**src/rtl/core/assert_macros.svh**
```systemverilog
// Assertion macros used by the back end of the row centroid block.
`ifndef ASSERT_MACROS_SVH
`define ASSERT_MACROS_SVH
`ifndef SYNTHESIS
`define CPRC_ASSERT(name, prop) \
  name: assert property (@(posedge clk_i) disable iff (!rst_ni) prop) \
    else $error("%m: assertion failed");
`define CPRC_NEVER(name, cond) \
  name: assert property (@(posedge clk_i) disable iff (!rst_ni) !(cond)) \
    else $error("%m: forbidden condition seen");
`else
`define CPRC_ASSERT(name, prop)
`define CPRC_NEVER(name, cond)
`endif
`endif

```
**src/rtl/core/cprc_pkg.sv**
```systemverilog
// Package with the types, constants and codes of the row centroid block.
`default_nettype none
package cprc_pkg;

  localparam int unsigned LineWidth  = 320;
  localparam int unsigned TallyMax   = 511;
  localparam int unsigned TallyCap   = (LineWidth < TallyMax) ? LineWidth : TallyMax;
  localparam int unsigned QueueDepth = 2;
  localparam int unsigned QueuePtrW  = (QueueDepth > 1) ? $clog2(QueueDepth) : 1;
  localparam int unsigned QueueCntW  = $clog2(QueueDepth + 1);
  localparam int unsigned SumW       = 18;
  localparam int unsigned DivSteps   = SumW;
  localparam int unsigned DivCntW    = $clog2(DivSteps);

  localparam logic [SumW-1:0] SumMax = {1'b0, {(SumW-1){1'b1}}};
  localparam logic [SumW-1:0] SumMin = {1'b1, {(SumW-1){1'b0}}};

  localparam int unsigned AddrW = 5;
  localparam int unsigned DataW = 32;

  localparam logic [2:0] RegMode      = 3'd0;
  localparam logic [2:0] RegDarkThr   = 3'd1;
  localparam logic [2:0] RegRedThr    = 3'd2;
  localparam logic [2:0] RegGreenThr  = 3'd3;
  localparam logic [2:0] RegBlueThr   = 3'd4;
  localparam logic [2:0] RegMinCount  = 3'd5;
  localparam logic [2:0] RegCenterCol = 3'd6;

  typedef enum logic [1:0] {
    ModeDark  = 2'd0,
    ModeRed   = 2'd1,
    ModeGreen = 2'd2,
    ModeBlue  = 2'd3
  } mode_e;

  localparam logic [7:0] DarkThrReset   = 8'd60;
  localparam logic [7:0] RedThrReset    = 8'd100;
  localparam logic [7:0] GreenThrReset  = 8'd60;
  localparam logic [7:0] BlueThrReset   = 8'd70;
  localparam logic [8:0] MinCountReset  = 9'd5;
  localparam logic [8:0] CenterColReset = 9'd160;

  typedef struct packed {
    mode_e      mode;
    logic [7:0] dark_thr;
    logic [7:0] red_thr;
    logic [7:0] green_thr;
    logic [7:0] blue_thr;
    logic [8:0] min_count;
    logic [8:0] center_col;
  } cfg_t;

  typedef struct packed {
    logic            found;
    logic [8:0]      tally;
    logic [SumW-1:0] sum;
  } row_sum_t;

  typedef enum logic [1:0] {
    BkIdle,
    BkDivide,
    BkDone
  } back_state_e;

  function automatic logic dominant(input logic [7:0] t, input logic [7:0] thr,
                                    input logic [7:0] a, input logic [7:0] b);
    logic [9:0] t2;
    logic [9:0] a3;
    logic [9:0] b3;
    t2 = {1'b0, t, 1'b0};
    a3 = {2'b00, a} + {1'b0, a, 1'b0};
    b3 = {2'b00, b} + {1'b0, b, 1'b0};
    return (t > thr) && (t2 > a3) && (t2 > b3);
  endfunction

endpackage
`default_nettype wire

```
**src/rtl/core/cprc_front.sv**
```systemverilog
// Front end: classifies pixels and accumulates the count and offset sum of a row.
`default_nettype none
module cprc_front (
  input  wire logic              clk_i,
  input  wire logic              rst_ni,
  input  wire cprc_pkg::cfg_t    cfg_i,
  input  wire logic              accept_i,
  input  wire logic [7:0]        red_i,
  input  wire logic [7:0]        green_i,
  input  wire logic [7:0]        blue_i,
  input  wire logic [7:0]        luma_i,
  input  wire logic [8:0]        column_i,
  input  wire logic              row_end_i,
  output logic                   q_push_o,
  output cprc_pkg::row_sum_t     q_data_o
);

  logic [8:0]                tally_q, tally_d;
  logic [cprc_pkg::SumW-1:0] sum_q, sum_d;
  logic                      match;
  logic                      take;
  logic [9:0]                offset;
  logic [cprc_pkg::SumW:0]   ext_sum;
  logic [8:0]                tally_new;
  logic [cprc_pkg::SumW-1:0] sum_new;

  always_comb begin
    unique case (cfg_i.mode)
      cprc_pkg::ModeDark:  match = luma_i < cfg_i.dark_thr;
      cprc_pkg::ModeRed:   match = cprc_pkg::dominant(red_i, cfg_i.red_thr, green_i, blue_i);
      cprc_pkg::ModeGreen: match = cprc_pkg::dominant(green_i, cfg_i.green_thr, red_i, blue_i);
      cprc_pkg::ModeBlue:  match = (blue_i > cfg_i.blue_thr) && (blue_i > red_i) &&
                                   (blue_i > green_i);
      default:             match = 1'b0;
    endcase
  end

  always_comb begin
    take    = match && (tally_q < 9'(cprc_pkg::TallyCap));
    offset  = {1'b0, column_i} - {1'b0, cfg_i.center_col};
    ext_sum = {sum_q[cprc_pkg::SumW-1], sum_q} +
              {{(cprc_pkg::SumW - 9){offset[9]}}, offset};
    tally_new = tally_q;
    sum_new   = sum_q;
    if (take) begin
      tally_new = tally_q + 9'd1;
      if (ext_sum[cprc_pkg::SumW] != ext_sum[cprc_pkg::SumW-1]) begin
        sum_new = ext_sum[cprc_pkg::SumW] ? cprc_pkg::SumMin : cprc_pkg::SumMax;
      end else begin
        sum_new = ext_sum[cprc_pkg::SumW-1:0];
      end
    end
    tally_d = tally_q;
    sum_d   = sum_q;
    if (accept_i) begin
      tally_d = row_end_i ? 9'd0 : tally_new;
      sum_d   = row_end_i ? '0 : sum_new;
    end
    q_push_o       = accept_i && row_end_i;
    q_data_o.found = tally_new > cfg_i.min_count;
    q_data_o.tally = tally_new;
    q_data_o.sum   = sum_new;
  end

  always_ff @(posedge clk_i or negedge rst_ni) begin
    if (!rst_ni) begin
      tally_q <= '0;
      sum_q   <= '0;
    end else begin
      tally_q <= tally_d;
      sum_q   <= sum_d;
    end
  end

endmodule
`default_nettype wire

```
**src/rtl/core/cprc_fifo.sv**
```systemverilog
// Short queue of finished row totals between the front end and the divider.
`default_nettype none
module cprc_fifo (
  input  wire logic               clk_i,
  input  wire logic               rst_ni,
  input  wire logic               push_i,
  input  wire cprc_pkg::row_sum_t data_i,
  output logic                    full_o,
  input  wire logic               pop_i,
  output cprc_pkg::row_sum_t      data_o,
  output logic                    empty_o
);

  cprc_pkg::row_sum_t                mem_q [cprc_pkg::QueueDepth];
  logic [cprc_pkg::QueuePtrW-1:0]    wptr_q, wptr_d;
  logic [cprc_pkg::QueuePtrW-1:0]    rptr_q, rptr_d;
  logic [cprc_pkg::QueueCntW-1:0]    cnt_q, cnt_d;
  logic                              do_push;
  logic                              do_pop;

  function automatic logic [cprc_pkg::QueuePtrW-1:0] next_ptr(
      input logic [cprc_pkg::QueuePtrW-1:0] p);
    logic [cprc_pkg::QueuePtrW-1:0] r;
    if (p == cprc_pkg::QueuePtrW'(cprc_pkg::QueueDepth - 1)) begin
      r = '0;
    end else begin
      r = p + 1'b1;
    end
    return r;
  endfunction

  always_comb begin
    full_o  = cnt_q == cprc_pkg::QueueCntW'(cprc_pkg::QueueDepth);
    empty_o = cnt_q == '0;
    do_push = push_i && !full_o;
    do_pop  = pop_i && !empty_o;
    wptr_d  = do_push ? next_ptr(wptr_q) : wptr_q;
    rptr_d  = do_pop ? next_ptr(rptr_q) : rptr_q;
    cnt_d   = cnt_q;
    if (do_push && !do_pop) begin
      cnt_d = cnt_q + 1'b1;
    end else if (do_pop && !do_push) begin
      cnt_d = cnt_q - 1'b1;
    end
    data_o = mem_q[rptr_q];
  end

  always_ff @(posedge clk_i) begin
    if (do_push) begin
      mem_q[wptr_q] <= data_i;
    end
  end

  always_ff @(posedge clk_i or negedge rst_ni) begin
    if (!rst_ni) begin
      wptr_q <= '0;
      rptr_q <= '0;
      cnt_q  <= '0;
    end else begin
      wptr_q <= wptr_d;
      rptr_q <= rptr_d;
      cnt_q  <= cnt_d;
    end
  end

endmodule
`default_nettype wire

```
**src/rtl/core/cprc_back.sv**
```systemverilog
// Back end: divides the offset sum by the count one bit per cycle and holds the result word.
`default_nettype none
`include "assert_macros.svh"
module cprc_back (
  input  wire logic               clk_i,
  input  wire logic               rst_ni,
  input  wire logic               q_empty_i,
  input  wire cprc_pkg::row_sum_t q_data_i,
  output logic                    q_pop_o,
  output logic                    empty_o,
  input  wire logic               pop_i,
  output logic                    found_o,
  output logic signed [9:0]       position_o,
  output logic [8:0]              match_count_o
);

  cprc_pkg::back_state_e            state_q, state_d;
  logic [cprc_pkg::DivCntW-1:0]     cnt_q, cnt_d;
  logic [cprc_pkg::SumW-1:0]        dvd_q, dvd_d;
  logic [9:0]                       rem_q, rem_d;
  logic [8:0]                       div_q, div_d;
  logic                             neg_q, neg_d;
  logic                             found_q, found_d;
  logic                             out_valid_q, out_valid_d;
  logic                             out_found_q, out_found_d;
  logic [9:0]                       out_pos_q, out_pos_d;
  logic [8:0]                       out_count_q, out_count_d;
  logic [9:0]                       trial;
  logic                             ge;
  logic [cprc_pkg::SumW-1:0]        quo;
  logic                             out_free;

  always_comb begin
    state_d     = state_q;
    cnt_d       = cnt_q;
    dvd_d       = dvd_q;
    rem_d       = rem_q;
    div_d       = div_q;
    neg_d       = neg_q;
    found_d     = found_q;
    out_valid_d = out_valid_q;
    out_found_d = out_found_q;
    out_pos_d   = out_pos_q;
    out_count_d = out_count_q;
    q_pop_o     = 1'b0;
    trial       = {rem_q[8:0], dvd_q[cprc_pkg::SumW-1]};
    ge          = trial >= {1'b0, div_q};
    quo         = neg_q ? (~dvd_q + 1'b1) : dvd_q;
    out_free    = !out_valid_q || pop_i;

    if (out_valid_q && pop_i) begin
      out_valid_d = 1'b0;
    end

    unique case (state_q)
      cprc_pkg::BkIdle: begin
        if (!q_empty_i) begin
          q_pop_o = 1'b1;
          neg_d   = q_data_i.sum[cprc_pkg::SumW-1];
          dvd_d   = q_data_i.sum[cprc_pkg::SumW-1] ? (~q_data_i.sum + 1'b1) : q_data_i.sum;
          rem_d   = '0;
          div_d   = q_data_i.tally;
          found_d = q_data_i.found;
          cnt_d   = '0;
          state_d = cprc_pkg::BkDivide;
        end
      end
      cprc_pkg::BkDivide: begin
        rem_d = ge ? (trial - {1'b0, div_q}) : trial;
        dvd_d = {dvd_q[cprc_pkg::SumW-2:0], ge};
        cnt_d = cnt_q + 1'b1;
        if (cnt_q == cprc_pkg::DivCntW'(cprc_pkg::DivSteps - 1)) begin
          state_d = cprc_pkg::BkDone;
        end
      end
      cprc_pkg::BkDone: begin
        if (out_free) begin
          out_valid_d = 1'b1;
          out_found_d = found_q;
          out_pos_d   = found_q ? quo[9:0] : '0;
          out_count_d = div_q;
          state_d     = cprc_pkg::BkIdle;
        end
      end
      default: begin
        state_d = cprc_pkg::BkIdle;
      end
    endcase

    empty_o       = !out_valid_q;
    found_o       = out_found_q;
    position_o    = out_pos_q;
    match_count_o = out_count_q;
  end

  always_ff @(posedge clk_i) begin
    dvd_q       <= dvd_d;
    rem_q       <= rem_d;
    div_q       <= div_d;
    neg_q       <= neg_d;
    found_q     <= found_d;
    out_found_q <= out_found_d;
    out_pos_q   <= out_pos_d;
    out_count_q <= out_count_d;
  end

  always_ff @(posedge clk_i or negedge rst_ni) begin
    if (!rst_ni) begin
      state_q     <= cprc_pkg::BkIdle;
      cnt_q       <= '0;
      out_valid_q <= 1'b0;
    end else begin
      state_q     <= state_d;
      cnt_q       <= cnt_d;
      out_valid_q <= out_valid_d;
    end
  end

  `CPRC_ASSERT(a_div_count_range,
    (state_q == cprc_pkg::BkDivide) |-> (cnt_q < cprc_pkg::DivCntW'(cprc_pkg::DivSteps)))
  `CPRC_ASSERT(a_rem_below_divisor,
    (state_q == cprc_pkg::BkDivide && div_q != 9'd0) |-> (rem_q < {1'b0, div_q}))
  `CPRC_ASSERT(a_no_position_without_find,
    (out_valid_q && !out_found_q) |-> (out_pos_q == 10'd0))
  `CPRC_NEVER(a_no_pop_while_busy,
    q_pop_o && (state_q != cprc_pkg::BkIdle))

endmodule
`default_nettype wire

```
**src/rtl/core/classified_pixel_row_centroid.sv**
```systemverilog
// A row-end word's totals pass through the queue, the divider and the result register to the result ports.
// Throughput: one pixel word per cycle while full is low; the divider takes one row total at a time.
// The divider works one quotient bit per cycle, 18 steps for the 18-bit offset sum.
// Two row totals may wait in the queue ahead of the divider before full rises.
// Reset clears the row totals, empties the queue and the result word; registers take defaults.
`default_nettype none
module classified_pixel_row_centroid (
  input  wire logic                          clk_i,
  input  wire logic                          rst_ni,
  input  wire logic                          psel,
  input  wire logic                          penable,
  input  wire logic                          pwrite,
  input  wire logic [cprc_pkg::AddrW-1:0]    paddr,
  input  wire logic [cprc_pkg::DataW-1:0]    pwdata,
  output logic [cprc_pkg::DataW-1:0]         prdata,
  output logic                               pready,
  input  wire logic                          push,
  output logic                               full,
  input  wire logic [7:0]                    red_i,
  input  wire logic [7:0]                    green_i,
  input  wire logic [7:0]                    blue_i,
  input  wire logic [7:0]                    luma_i,
  input  wire logic [8:0]                    column_i,
  input  wire logic                          row_end_i,
  output logic                               empty,
  input  wire logic                          pop,
  output logic                               found_o,
  output logic signed [9:0]                  position_o,
  output logic [8:0]                         match_count_o
);

  cprc_pkg::cfg_t     cfg_q, cfg_d;
  logic               wr_en;
  logic [2:0]         reg_idx;
  logic               accept;
  logic               q_push;
  logic               q_pop;
  logic               q_empty;
  cprc_pkg::row_sum_t q_in;
  cprc_pkg::row_sum_t q_out;

  always_comb begin
    pready  = 1'b1;
    wr_en   = psel && penable && pwrite;
    reg_idx = paddr[4:2];
    cfg_d   = cfg_q;
    if (wr_en) begin
      unique case (reg_idx)
        cprc_pkg::RegMode:      cfg_d.mode       = cprc_pkg::mode_e'(pwdata[1:0]);
        cprc_pkg::RegDarkThr:   cfg_d.dark_thr   = pwdata[7:0];
        cprc_pkg::RegRedThr:    cfg_d.red_thr    = pwdata[7:0];
        cprc_pkg::RegGreenThr:  cfg_d.green_thr  = pwdata[7:0];
        cprc_pkg::RegBlueThr:   cfg_d.blue_thr   = pwdata[7:0];
        cprc_pkg::RegMinCount:  cfg_d.min_count  = pwdata[8:0];
        cprc_pkg::RegCenterCol: cfg_d.center_col = pwdata[8:0];
        default:                cfg_d            = cfg_q;
      endcase
    end
    unique case (reg_idx)
      cprc_pkg::RegMode:      prdata = {30'd0, cfg_q.mode};
      cprc_pkg::RegDarkThr:   prdata = {24'd0, cfg_q.dark_thr};
      cprc_pkg::RegRedThr:    prdata = {24'd0, cfg_q.red_thr};
      cprc_pkg::RegGreenThr:  prdata = {24'd0, cfg_q.green_thr};
      cprc_pkg::RegBlueThr:   prdata = {24'd0, cfg_q.blue_thr};
      cprc_pkg::RegMinCount:  prdata = {23'd0, cfg_q.min_count};
      cprc_pkg::RegCenterCol: prdata = {23'd0, cfg_q.center_col};
      default:                prdata = '0;
    endcase
  end

  always_ff @(posedge clk_i or negedge rst_ni) begin
    if (!rst_ni) begin
      cfg_q.mode       <= cprc_pkg::ModeDark;
      cfg_q.dark_thr   <= cprc_pkg::DarkThrReset;
      cfg_q.red_thr    <= cprc_pkg::RedThrReset;
      cfg_q.green_thr  <= cprc_pkg::GreenThrReset;
      cfg_q.blue_thr   <= cprc_pkg::BlueThrReset;
      cfg_q.min_count  <= cprc_pkg::MinCountReset;
      cfg_q.center_col <= cprc_pkg::CenterColReset;
    end else begin
      cfg_q <= cfg_d;
    end
  end

  assign accept = push && !full;

  cprc_front u_front (
    .clk_i     (clk_i),
    .rst_ni    (rst_ni),
    .cfg_i     (cfg_q),
    .accept_i  (accept),
    .red_i     (red_i),
    .green_i   (green_i),
    .blue_i    (blue_i),
    .luma_i    (luma_i),
    .column_i  (column_i),
    .row_end_i (row_end_i),
    .q_push_o  (q_push),
    .q_data_o  (q_in)
  );

  cprc_fifo u_fifo (
    .clk_i   (clk_i),
    .rst_ni  (rst_ni),
    .push_i  (q_push),
    .data_i  (q_in),
    .full_o  (full),
    .pop_i   (q_pop),
    .data_o  (q_out),
    .empty_o (q_empty)
  );

  cprc_back u_back (
    .clk_i         (clk_i),
    .rst_ni        (rst_ni),
    .q_empty_i     (q_empty),
    .q_data_i      (q_out),
    .q_pop_o       (q_pop),
    .empty_o       (empty),
    .pop_i         (pop),
    .found_o       (found_o),
    .position_o    (position_o),
    .match_count_o (match_count_o)
  );

endmodule
`default_nettype wire

```
**config.mk**
```make
export PLATFORM = sky130hd
export DESIGN_NAME = classified_pixel_row_centroid
export DESIGN_NICKNAME = d
export VERILOG_FILES = /design/src/rtl/core/cprc_pkg.sv /design/src/rtl/core/cprc_front.sv /design/src/rtl/core/cprc_fifo.sv /design/src/rtl/core/cprc_back.sv /design/src/rtl/core/classified_pixel_row_centroid.sv
export VERILOG_INCLUDE_DIRS = /design/src /design/src/rtl/core
export SDC_FILE = /design/constraint.sdc
export NUM_CORES = 1
export LEC_CHECK = 0
export BUFFER_PORTS_ARGS = -buffer_cell sky130_fd_sc_hd__buf_2
export CAP_MARGIN = 10
export CORE_MARGIN = 5
export CORE_UTILIZATION = 50
export DETAILED_ROUTE_END_ITERATION = 12
export PLACE_DENSITY = 0.69
export SYNTH_ARGS = -nofsm -noshare
export SYNTH_HDL_FRONTEND = slang
export SYNTH_HIERARCHICAL = 1
export SYNTH_SLANG_ARGS = --single-unit
```
**constraint.sdc**
```tcl
create_clock -name clk_i -period 6.9 [get_ports clk_i]
set_input_delay 1.38 -clock clk_i [delete_from_list [all_inputs] [get_ports clk_i]]
set_output_delay 1.38 -clock clk_i [all_outputs]
set_load 0.02 [all_outputs]
```
==> run summary <==
Of all flip-flops after synthesis, the portion carrying an async set or reset was 44.4%. Dividing the synthesized area by the synthesized cell count gives 10.6 µm². For the number of failing hold endpoints at the final stage, the log shows 0.

For the finished layout, the period the worst path requires is 6.32 ns. The clock reaches the later pin of the worst-skew pair after 0.50 ns. The share of the clock period used by the worst path after layout was 91.5%; the share of layout cells above drive strength 1 was 19.9%.

Buffers inserted during clock tree synthesis total 22. Once detail routing completed, the nets flagged for antenna violations numbered 0. Starting density of the core: 50.3%. Cell with the biggest individual delay on the critical path: a2111o_2.

The wire length after detailed routing was 31600 µm. The kind of start point of the critical path was a primary input. For this design the top-level I/O count stands at 141. At the pin with the least slew margin, the transition time is 0.834 ns.

The run gives 0 as the DRC violations left. The run finished with clean final reports. Worst min-delay path class: flip-flop to flip-flop.

The largest single stage delay on the critical path is 0.59 ns. Buffers inserted to repair hold after CTS numbered 0. The overall overflow remaining after global route is 0.

The library cell used most frequently in the layout, excluding fill and tap cells, is ha_1. The clock-pin slew on the worst setup and hold paths is 0.06 ns, and the setup TNS after final layout is 0 ns. The tools report the number of antenna violations at the first check in global routing as 0. For the maximum level of the CTS H-tree, the log shows 1. Setup repair after global routing left no endpoint under its margin. Synthesis instantiated 94 different standard cells from the library. The total number of vias came out at 10300. In this run the cell area of the synthesized design comes to 14400 µm². At the end of routability-driven placement, the weighted congestion stood at 0.884.

For the number of gates resized after cts, the log shows 0. The diode insertion count for antenna repair was 0; the endpoint arrival time on the critical path was 6.53 ns. For this run, the number of Yosys warnings is 6. Leaving out fill and tap cells, the most frequent cells in the layout are ha_1 (153), edfxtp_1 (114), inv_1 (113), buf_2 (90), nand2_1 (83). TritonCTS built the clock tree.

In this run, placement finished with an instance count of 1807. The core region is 28500 µm². In the final design database the tool counted 1693 nets.

Type of element capturing the critical path: a flip-flop. For the total leakage power, the log shows 0.00691 µW. Setup violations remaining at the end of the flow were counted as 0.

The critical path required time was 7.12 ns. The combined buffer and inverter count along the critical path was 1; the largest net degree at the start of global routing was 64. The floorplan die height works out to 180 µm.

For the overall die area, the log shows 32200 µm². For this design the ratio of total power to cell area is 362 nW/µm². The kind of cell with the highest combined delay along the critical path is compound AO/OA/AOI/OAI gates. In the global route stage, overall resource usage came out at 19.1%. The most used flip-flop cell after synthesis is edfxtp_1. The detailed router finished its first iteration with 715 violations. For the number of global-route vias before repair, the log shows 10300. The setup path with the least slack is of type primary input to flip-flop. The clock arrives with 0.0129 ns of skew. For this run, the top clock speed supported by timing is 0.158 GHz. The share of the Yosys chip area taken by registers is 39.8%. Signed area change from the synthesized netlist to the final layout: 10.6%. The first global-routing pass estimated 52000 µm of wire.

The number of detailed-routing iterations run before antenna repair came out at 5. The cell count after synthesis is 1353. The maximum fanout along the worst path works out to 9. Dividing the detail-routed wire length by the instance count gives 17.1 µm. Final-report max-slew violation count: 0. For the number of clock sinks, the log shows 205. The floorplan die width is 180 µm. The logs give 0.000222 V for the peak supply drop and 0 for the max-cap check violation count. The floorplan has 62 rows. Dividing the detail-routed via count by the number of cells gives 5.59.

The tools report the post-CTS setup repair buffer count as 0. For the minimum hold slack, the log shows 0.473 ns. Summed over all nets, the half-perimeter wirelength after detailed placement is 23800 µm. The post-route non-filler standard cell count was 1847; the number of synthesized flops with an enable pin was 114.

After synthesis the netlist holds a flip-flop and latch count of 205. The tools report the clock root buffer as clkbuf_16. Headroom to the max-slew limit came out at 44.4%. The clock passes through at most 3 buffers. Buffers placed on the I/O ports in this run total 91.
[synth_stat cells (18+ instances only)]
library cell | number | area (µm²)
o21ai_0 | 76 | 380
xor2_1 | 36 | 315
nor2b_1 | 20 | 125
a21oi_1 | 69 | 345
dfstp_2 | 18 | 473
mux2i_1 | 22 | 220
edfxtp_1 | 114 | 3420
mux2_2 | 77 | 867
nor2_1 | 65 | 244
dfrtp_1 | 73 | 1830
nand3_1 | 29 | 145
inv_1 | 113 | 424
nand2_1 | 83 | 312
nand4_1 | 20 | 125
ha_1 | 153 | 1910
buf_4 | 27 | 203
xnor2_1 | 42 | 368
[flip-flops by register name, indices dropped and copies added (netlist names), 10 cells and up]
signal             count
u_fifo/mem_q          56
cfg_q                 52
u_back/dvd_q          18
u_back/position_o     10
u_front/sum_q         18
[metrics by stage]
stage	power (µW)	instance area, µm²	worst slack [ns]	utilization (%)
2_1_floorplan	3950	14400	0.405	-
3_3_place_gp	4450	15100	0.248	53.0
3_5_place_dp	4550	15100	0.158	53.0
4_1_cts	5760	15900	0.642	55.6
5_1_grt	6190	15900	0.367	55.7
6_report	5750	15900	0.584	55.7
[area by class of cell]
class,count,area [µm²]
fill,2495,12700
tap,384,480
clock buffer,31,644
timing repair buffer,107,598
clock inverter,8,97.6
multi-input combinational,999,7930
sequential,205,5720
inverter,113,424
[power by group]
| part | leakage, µW | total (µW) | switching, µW | internal (µW) |
|---|---|---|---|---|
| clock network | 0.000365 | 1190 | 465 | 724 |
| logic | 0.00432 | 2560 | 1470 | 1090 |
| registers | 0.00222 | 2000 | 231 | 1770 |
| total | 0.00691 | 5750 | 2160 | 3580 |
[cell families (layout without fill, tap and decap cells)]
family                     after synthesis  count (layout)  share of synthesized area (%)
AOI/OAI and AO/OA                      316             316                           15.5
and+or+nand+nor                        312             312                           11.4
DFF                                    205             205                           39.8
buffers and inverters                  171             259                           5.59
adders and majority gates              159             159                           14.2
muxes                                  110             110                           8.69
xor gates and xnor gates                78              78                           4.76
other                                    2              24                         0.0523
[routing by layer]
metal	vias to the layer above	wire length, µm	global-route usage, %
met3	33	1590	2.81
met4	0	496	4.24
met1	4948	14700	27.1
met5	-	0	0
li1	5083	-	-
met2	254	14800	31.2
[final timing paths]
path	start	end	slack, ns	cells past startpoint
min in group asynchronous	rst_ni	u_back/cnt_q[4]	0.82	1
setup reg to reg	cfg_q[1]	u_fifo/mem_q[1][0]	1.72	18
hold reg to reg	u_back/div_q[5]	u_back/match_count_o[5]	0.47	0
hold / removal	u_back/div_q[5]	u_back/match_count_o[5]	0.47	0
setup / recovery	blue_i[1]	u_fifo/mem_q[0][27]	0.58	26
max in group asynchronous	rst_ni	cfg_q[27]	4.89	2
(Power assumes the default switching activity.)
